`config.mk`:
```
export PLATFORM = sky130hd
export DESIGN_NAME = ir_raw_packet_to_pulse_space_flat
export DESIGN_NICKNAME = d
export VERILOG_FILES = /design/src/irpp_pkg.sv /design/src/irpp_byte_if.sv /design/src/irpp_pulse_if.sv /design/src/ir_raw_packet_to_pulse_space.sv /design/src/flat_wrapper.sv
export SDC_FILE = /design/constraint.sdc
export NUM_CORES = 1
export LEC_CHECK = 0
export ABC_AREA = 1
export BUFFER_PORTS_ARGS = -buffer_cell sky130_fd_sc_hd__buf_2
export CAP_MARGIN = 40
export CORE_MARGIN = 5
export CORE_UTILIZATION = 50
export CTS_BUF_LIST = sky130_fd_sc_hd__clkbuf_16
export DETAILED_ROUTE_END_ITERATION = 7
export PLACE_DENSITY_LB_ADDON = 0.3
export SLEW_MARGIN = 20
export SYNTH_ARGS = -nofsm -noshare
export SYNTH_HDL_FRONTEND = slang
export SYNTH_SLANG_ARGS = --single-unit
```
`constraint.sdc`:
```
create_clock -name clk -period 6.3 [get_ports clk]
set_input_delay 1.26 -clock clk [delete_from_list [all_inputs] [get_ports clk]]
set_output_delay 1.26 -clock clk [all_outputs]
set_load 0.005 [all_outputs]
```
`src/irpp_pkg.sv`:
```
// ----------------------------------------------------------------------------
// irpp_pkg
// Shared widths, byte codes and register indexes for the infrared raw byte
// to pulse/space decoder.
// ----------------------------------------------------------------------------
package irpp_pkg;

  localparam int unsigned ByteW  = 8;
  localparam int unsigned DurW   = 24;
  localparam int unsigned TickW  = 8;
  localparam int unsigned CountW = 5;
  localparam int unsigned CfgIdxW = 1;
  localparam int unsigned CfgDataW = 24;

  // configuration register indexes
  localparam logic [CfgIdxW-1:0] CFG_TICK_UNIT     = 1'd0;
  localparam logic [CfgIdxW-1:0] CFG_TIMEOUT_SPACE = 1'd1;

  localparam logic [TickW-1:0] TICK_UNIT_RST     = 8'd50;
  localparam logic [DurW-1:0]  TIMEOUT_SPACE_RST = 24'd100000;
  localparam logic [DurW-1:0]  SPACE_ACCUM_RST   = 24'hFF_FFFF;

  // byte codes
  localparam logic [ByteW-1:0] HDR_LO      = 8'h81;
  localparam logic [ByteW-1:0] HDR_HI      = 8'h9E;
  localparam logic [ByteW-1:0] TIMEOUT_MRK = 8'h9F;
  localparam logic [CountW-1:0] SKIP_COUNT = 5'd7;

endpackage

```
`src/irpp_byte_if.sv`:
```
// ----------------------------------------------------------------------------
// irpp_byte_if
// Valid/ready channel carrying one raw received byte.
// ----------------------------------------------------------------------------
interface irpp_byte_if;
  logic                        valid;
  logic                        ready;
  logic [irpp_pkg::ByteW-1:0]  rx_byte;

  modport source (output valid, output rx_byte, input ready);
  modport sink   (input valid, input rx_byte, output ready);
endinterface

```
`src/irpp_pulse_if.sv`:
```
// ----------------------------------------------------------------------------
// irpp_pulse_if
// Valid/ready channel carrying one pulse or space result.
// ----------------------------------------------------------------------------
interface irpp_pulse_if;
  logic                       valid;
  logic                       ready;
  logic [irpp_pkg::DurW-1:0]  duration;
  logic                       is_pulse;
  logic                       last;

  modport source (output valid, output duration, output is_pulse, output last, input ready);
  modport sink   (input valid, input duration, input is_pulse, input last, output ready);
endinterface

```
`src/ir_raw_packet_to_pulse_space.sv`:
```
// ----------------------------------------------------------------------------
// ir_raw_packet_to_pulse_space
// Decodes the raw byte stream of an infrared receiver into pulse and space
// durations in microseconds.
// ----------------------------------------------------------------------------
// Usage:
//   in_ch   takes one received byte per transfer.
//   out_ch  gives pulse/space results; a pulse byte inside a packet gives two
//           transfers, the accumulated space (last=0) then the pulse (last=1).
//   cfg_*   writes tick_unit (index 0) or timeout_space (index 1); write only
//           while the block is idle.
// Path: a byte's count is multiplied by tick_unit as it enters the input
//   register; its first result is then loaded into the output register, from
//   which out_ch can take it.
// Throughput: one byte per cycle while no pulse byte waits for room; a pulse
//   byte waits until the output register and the pending slot are both free,
//   as the single output register plus one pending slot drain one result a cycle.
// Reset: parser idle, space accumulator all ones, registers at 50 and 100000,
//   both channels empty.
// Stall: when out_ch is not ready, results hold; space and header bytes still
//   pass until a pulse byte waits in the input register, then in_ch.ready falls.
// ----------------------------------------------------------------------------
module ir_raw_packet_to_pulse_space (
  input  logic                                clk,
  input  logic                                rst_n,
  irpp_byte_if.sink                           in_ch,
  irpp_pulse_if.source                        out_ch,
  input  logic                                cfg_we,
  input  logic [irpp_pkg::CfgIdxW-1:0]        cfg_idx,
  input  logic [irpp_pkg::CfgDataW-1:0]       cfg_wdata
);

  typedef enum logic [1:0] {
    MODE_IDLE   = 2'd0,
    MODE_PACKET = 2'd1,
    MODE_SKIP   = 2'd2
  } mode_t;

  // configuration
  logic [irpp_pkg::TickW-1:0]  tick_r;
  logic [irpp_pkg::DurW-1:0]   timeout_r;

  // input register
  logic                        in_vld_r;
  logic [irpp_pkg::ByteW-1:0]  in_byte_r;
  logic [irpp_pkg::DurW-1:0]   in_dur_r;

  // parser state
  mode_t                       mode_r, mode_nxt;
  logic [irpp_pkg::CountW-1:0] left_r, left_nxt;
  logic [irpp_pkg::DurW-1:0]   space_r, space_nxt;

  // result register and pending pulse slot
  logic                        out_vld_r;
  logic [irpp_pkg::DurW-1:0]   out_dur_r;
  logic                        out_pulse_r;
  logic                        out_last_r;
  logic                        pend_vld_r;
  logic [irpp_pkg::DurW-1:0]   pend_dur_r;

  logic in_fire, proc_fire, emits, out_free, room;

  assign out_free  = !out_vld_r || out_ch.ready;
  assign room      = out_free && !pend_vld_r;
  assign emits     = (mode_r == MODE_PACKET) && in_byte_r[7];
  assign proc_fire = in_vld_r && (!emits || room);
  assign in_ch.ready = !in_vld_r || proc_fire;
  assign in_fire   = in_ch.valid && in_ch.ready;

  assign out_ch.valid    = out_vld_r;
  assign out_ch.duration = out_dur_r;
  assign out_ch.is_pulse = out_pulse_r;
  assign out_ch.last     = out_last_r;

  always_comb begin
    mode_nxt  = mode_r;
    left_nxt  = left_r;
    space_nxt = space_r;
    case (mode_r)
      MODE_PACKET: begin
        if (in_byte_r[7]) begin
          space_nxt = '0;
        end else begin
          space_nxt = space_r + in_dur_r;
        end
        left_nxt = left_r - 1'b1;
        if (left_nxt == '0) begin
          mode_nxt = MODE_IDLE;
        end
      end
      MODE_SKIP: begin
        left_nxt = left_r - 1'b1;
        if (left_nxt == '0) begin
          mode_nxt = MODE_IDLE;
        end
      end
      default: begin
        mode_nxt = MODE_IDLE;
        if (in_byte_r inside {[irpp_pkg::HDR_LO:irpp_pkg::HDR_HI]}) begin
          left_nxt = in_byte_r[irpp_pkg::CountW-1:0];
          mode_nxt = MODE_PACKET;
        end else if (in_byte_r == irpp_pkg::TIMEOUT_MRK) begin
          space_nxt = space_r + timeout_r;
          left_nxt  = irpp_pkg::SKIP_COUNT;
          mode_nxt  = MODE_SKIP;
        end
      end
    endcase
  end

  always_ff @(posedge clk) begin
    if (!rst_n) begin
      tick_r     <= irpp_pkg::TICK_UNIT_RST;
      timeout_r  <= irpp_pkg::TIMEOUT_SPACE_RST;
      in_vld_r   <= 1'b0;
      mode_r     <= MODE_IDLE;
      left_r     <= '0;
      space_r    <= irpp_pkg::SPACE_ACCUM_RST;
      out_vld_r  <= 1'b0;
      pend_vld_r <= 1'b0;
    end else begin
      if (cfg_we) begin
        case (cfg_idx)
          irpp_pkg::CFG_TICK_UNIT:     tick_r    <= cfg_wdata[irpp_pkg::TickW-1:0];
          irpp_pkg::CFG_TIMEOUT_SPACE: timeout_r <= cfg_wdata[irpp_pkg::DurW-1:0];
          default: ;
        endcase
      end

      if (in_fire) begin
        in_vld_r <= 1'b1;
      end else if (proc_fire) begin
        in_vld_r <= 1'b0;
      end

      if (proc_fire) begin
        mode_r  <= mode_nxt;
        left_r  <= left_nxt;
        space_r <= space_nxt;
      end

      // pending pulse moves up first; a new pulse byte needs both slots free
      if (out_free) begin
        if (pend_vld_r) begin
          out_vld_r   <= 1'b1;
          out_dur_r   <= pend_dur_r;
          out_pulse_r <= 1'b1;
          out_last_r  <= 1'b1;
          pend_vld_r  <= 1'b0;
        end else if (proc_fire && emits) begin
          out_vld_r   <= 1'b1;
          out_dur_r   <= space_r;
          out_pulse_r <= 1'b0;
          out_last_r  <= 1'b0;
          pend_vld_r  <= 1'b1;
          pend_dur_r  <= in_dur_r;
        end else begin
          out_vld_r   <= 1'b0;
        end
      end
    end
  end

  // duration product is registered with the byte
  always_ff @(posedge clk) begin
    if (in_fire) begin
      in_byte_r <= in_ch.rx_byte;
      in_dur_r  <= irpp_pkg::DurW'(in_ch.rx_byte[6:0]) * irpp_pkg::DurW'(tick_r);
    end
  end

  // a pending pulse always sits behind its space result
  a_pend_behind_space: assert property (@(posedge clk) disable iff (!rst_n)
    pend_vld_r |-> (out_vld_r && !out_pulse_r && !out_last_r))
    else $error("pending pulse without its space result ahead");

  // idle parser has no bytes outstanding, busy parser has some
  a_idle_count: assert property (@(posedge clk) disable iff (!rst_n)
    (mode_r == MODE_IDLE) == (left_r == '0))
    else $error("byte count out of step with parse mode");

  // a pulse byte never leaves while both result slots are not free
  a_pulse_room: assert property (@(posedge clk) disable iff (!rst_n)
    (proc_fire && emits) |=> (pend_vld_r && out_vld_r))
    else $error("pulse byte processed without result room");

  // the accumulator is cleared once a pulse byte is taken
  a_space_clear: assert property (@(posedge clk) disable iff (!rst_n)
    (proc_fire && emits) |=> (space_r == '0))
    else $error("space accumulator not cleared after pulse");

endmodule

```
`src/flat_wrapper.sv`:
```
// flat-port wrapper written by rule: the top's interface ports become plain ports
module ir_raw_packet_to_pulse_space_flat 
  (clk, rst_n, cfg_we, cfg_idx, cfg_wdata, in_ch_valid, in_ch_rx_byte, in_ch_ready, out_ch_valid, out_ch_duration, out_ch_is_pulse, out_ch_last, out_ch_ready);
  irpp_byte_if in_ch_i ();
  irpp_pulse_if out_ch_i ();
  input  logic clk;
  input  logic rst_n;
  input  logic cfg_we;
  input  logic [irpp_pkg::CfgIdxW-1:0] cfg_idx;
  input  logic [irpp_pkg::CfgDataW-1:0] cfg_wdata;
  input wire logic [$bits(in_ch_i.valid)-1:0] in_ch_valid;
  input wire logic [$bits(in_ch_i.rx_byte)-1:0] in_ch_rx_byte;
  output wire logic [$bits(in_ch_i.ready)-1:0] in_ch_ready;
  output wire logic [$bits(out_ch_i.valid)-1:0] out_ch_valid;
  output wire logic [$bits(out_ch_i.duration)-1:0] out_ch_duration;
  output wire logic [$bits(out_ch_i.is_pulse)-1:0] out_ch_is_pulse;
  output wire logic [$bits(out_ch_i.last)-1:0] out_ch_last;
  input wire logic [$bits(out_ch_i.ready)-1:0] out_ch_ready;
  assign in_ch_i.valid = in_ch_valid;
  assign in_ch_i.rx_byte = in_ch_rx_byte;
  assign in_ch_ready = in_ch_i.ready;
  assign out_ch_valid = out_ch_i.valid;
  assign out_ch_duration = out_ch_i.duration;
  assign out_ch_is_pulse = out_ch_i.is_pulse;
  assign out_ch_last = out_ch_i.last;
  assign out_ch_i.ready = out_ch_ready;
  ir_raw_packet_to_pulse_space u_core (.clk(clk), .rst_n(rst_n), .in_ch(in_ch_i), .out_ch(out_ch_i), .cfg_we(cfg_we), .cfg_idx(cfg_idx), .cfg_wdata(cfg_wdata));
endmodule
```
==> flow_summary.yaml <==
clock_network:
  cts_buffers: 17
  clk_path_buf_depth: 2
  clk_pin_slew_ps: 60
  cts_hold_buf: 0
  cts_max_level: 4
  clk_latency_ps: 420
  cts_root_buf: "clkbuf_16"
  cts_setup_buffers: 0
  cts_tree: "yes"
  cts_sinks: 129
  cts_resized: 0
power_and_ir_drop:
  power.density_mw_per_mm2: 290
  leakagePower_nw: 5.87
  vdd_drop_max_mv: 0.207
synth:
  ys_ff_latch: 129
  syn_area_mm2: 0.00973
  synth_common_cells: "nand2_1 (488), inv_1 (229), nor2_1 (122)"
  syn_nets: 1548
  ys_types: 40
  async_reset_ff_share_pct: 0
  yosys_warnings: 0
  synth_top_area_cell: "edfxtp_1"
  synth_edf_count: 63
  synth.most_common_cell: "nand2_1"
  synthTopCellsByArea: "edfxtp_1 (19%), nand2_1 (19%), dfxtp_1 (14%)"
  synthFlopType: "dfxtp_1"
  avgSynthCellArea_um2: 6.93
  ys_seq_area_share_pct: 33.0
  netlist_instances: 1404
  yosys.area.top_type_share_pct: 19.4
worst_setup_path:
  worstPathArrival_ps: 4960
  crit_type: "in2reg"
  worstSetupEndpointType: "register"
  cp-start-kind: "input pin"
  crit_fanout: 9
  cp_data_required_time_ps: 6470
floorplanning:
  die_area_mm2: 0.0223
  die_h_um: 149
  coreArea_mm2: 0.0193
  ios: 66
  start_util_pct: 50.3
  rows: 51
  die_w_um: 149
sta:
  hold_violations: 0
  max_slew.worst_pin.slew_ps: 850
  setup-tns-final_ps: 0
  grt_setup_unrepaired: "no"
  relSlewSlack_pct: 43.4
  fmax_ghz: 0.209
  fin_crit_sh_pct: 76.1
  layout_min_cycle_time_ps: 4790
  slew_viol_final: 0
  fin_worst_skew_ps: 8.46
  setup-violations-final: 0
global_route:
  grt_use_total_pct: 22.5
  grt_pass1_wl_mm: 39.9
  antenna_found_initial: 0
  grt_max_degree: 51
  overflow: 0
  grt_pass1_vias: 8209
worst_hold_path:
  hp-class: "reg2reg"
final_layout:
  area_delta_synth_final_pct: 11.4
  drive_gt1_share_pct: 7.63
  nets: 1599
  fin_util_pct: 56.1
  antenna_cells: 0
routing:
  drc_errors: 0
  firstDrtPassIters: 7
  vias_per_cell: 5.01
  drt_wl_total_mm: 24.3
  routed-via-count: 8683
  drtIter0Drc: 610
  wire_per_inst_um: 14.0
  postRouteAntennaNets: 0
status:
  status: "finished clean"
job:
  drv_cap: 0
placed_design:
  port_buffers: 65
  dp_hpwl_mm: 19.3
  gp_congestion: 0.922
==> worst paths after layout <==
kind	start	endpoint	slack (ps)	cells past startpoint
setup / recovery	in_ch_rx_byte[3]	u_core.in_dur_r[11]	1510	18
hold / removal	u_core.in_dur_r[4]	u_core.pend_dur_r[4]	450	0
setup reg to reg	u_core.tick_r[0]	u_core.in_dur_r[11]	1980	15
hold reg to reg	u_core.in_dur_r[4]	u_core.pend_dur_r[4]	450	0
==> worst max-delay path, stage by stage <==
cell	delay (ps)
buf_2	150
nand2_1	70
inv_1	60
fa_1	540
inv_1	50
fa_1	470
inv_1	60
fa_1	530
inv_1	50
fa_1	520
inv_1	40
ha_1	360
a21oi_1	140
o21ai_0	110
a21oi_1	210
nand3b_1	140
nand2_1	60
xor2_1	150
==> sequential cells by signal, summed over array words and instances, names as in the netlist <==
| name | flops |
|---|---|
| u_core.mode_r | 2 |
| u_core.left_r | 5 |
| u_core.pend_vld_r | 1 |
| u_core.tick_r | 8 |
| u_core.out_ch.last | 1 |
| u_core.out_ch.valid | 1 |
| u_core.timeout_r | 24 |
| u_core.out_ch.duration | 24 |
| u_core.pend_dur_r | 15 |
| u_core.in_vld_r | 1 |
| u_core.in_byte_r | 8 |
| u_core.in_dur_r | 15 |
| u_core.space_r | 24 |
==> area by class of cell <==
cell class	instances	area (um^2)
Inverter	233	880
Tap cell	265	332
Sequential cell	129	3210
Clock inverter	15	133
Clock buffer	17	425
Multi-Input combinational cell	1004	5480
Fill cell	1876	8490
Timing Repair Buffer	70	378
==> layer usage <==
metal | routed length [um] | up-vias | global-route usage (%) | part of all wire [%]
met3 | 1070 | 57 | 3.60 | 4.4
met1 | 10800 | 3887 | 29.1 | 45
met4 | 860 | 0 | 9.20 | 3.5
met5 | 0 | - | 0 | 0
li1 | - | 4534 | - | -
met2 | 11500 | 205 | 37.6 | 48
==> per-stage QoR <==
stage          area, um^2  hold WS, ps  power [W]  setup WS (ps)  instances
2_1_floorplan        9730          431    0.00194           1190       1404
3_3_place_gp        10300          440    0.00217           1120       1699
6_report            10800          454    0.00314           1510       1733
3_5_place_dp        10300          443    0.00220           1060       1701
4_1_cts             10800          456    0.00316           1510       1733
5_1_grt             10800          474    0.00340           1280       1733
==> cells in the final DEF (no fill, tap or decap), drive strengths merged <==
| cell | instances |
|---|---|
| xor2 | 10 |
| edfxtp | 63 |
| ha | 75 |
| nor3 | 5 |
| clkbuf | 17 |
| o21a | 1 |
| and2 | 2 |
| a31oi | 1 |
| nor2 | 123 |
| nand2 | 490 |
| o21ai | 52 |
| nand3 | 103 |
| a21boi | 1 |
| a22o | 1 |
| and3 | 1 |
| a22oi | 1 |
| bufinv | 1 |
| o211ai | 1 |
| clkinvlp | 1 |
| inv | 239 |
| nand4 | 10 |
| fa | 31 |
| xnor2 | 7 |
| a211oi | 2 |
| nand3b | 11 |
| o31ai | 1 |
| buf | 70 |
| dfxtp | 66 |
| or2 | 5 |
| a21oi | 68 |
| a21o | 1 |
| o2111ai | 1 |
| clkinv | 7 |
==> cell families (layout without fill, tap and decap cells) <==
logic type / Yosys count / count (layout) / share of synthesized area (%)
AOI/OAI and AO/OA: 131 / 131 / 7.15
xor gates and xnor gates: 17 / 17 / 1.53
adders and majority gates: 106 / 106 / 16.0
buffers and inverters: 271 / 335 / 10.8
DFF: 129 / 129 / 33.0
and+or+nand+nor: 750 / 750 / 31.5
==> report_power, final <==
group	leakage (nW)	total [W]	switching (W)	internal (W)
logic	4.47	0.00115	0.000725	0.000422
registers	1.12	0.00104	0.0000640	0.000974
clock network	0.278	0.000958	0.000410	0.000547
total	5.87	0.00314	0.00120	0.00194
No activity file was read; power rests on OpenSTA's default activity.
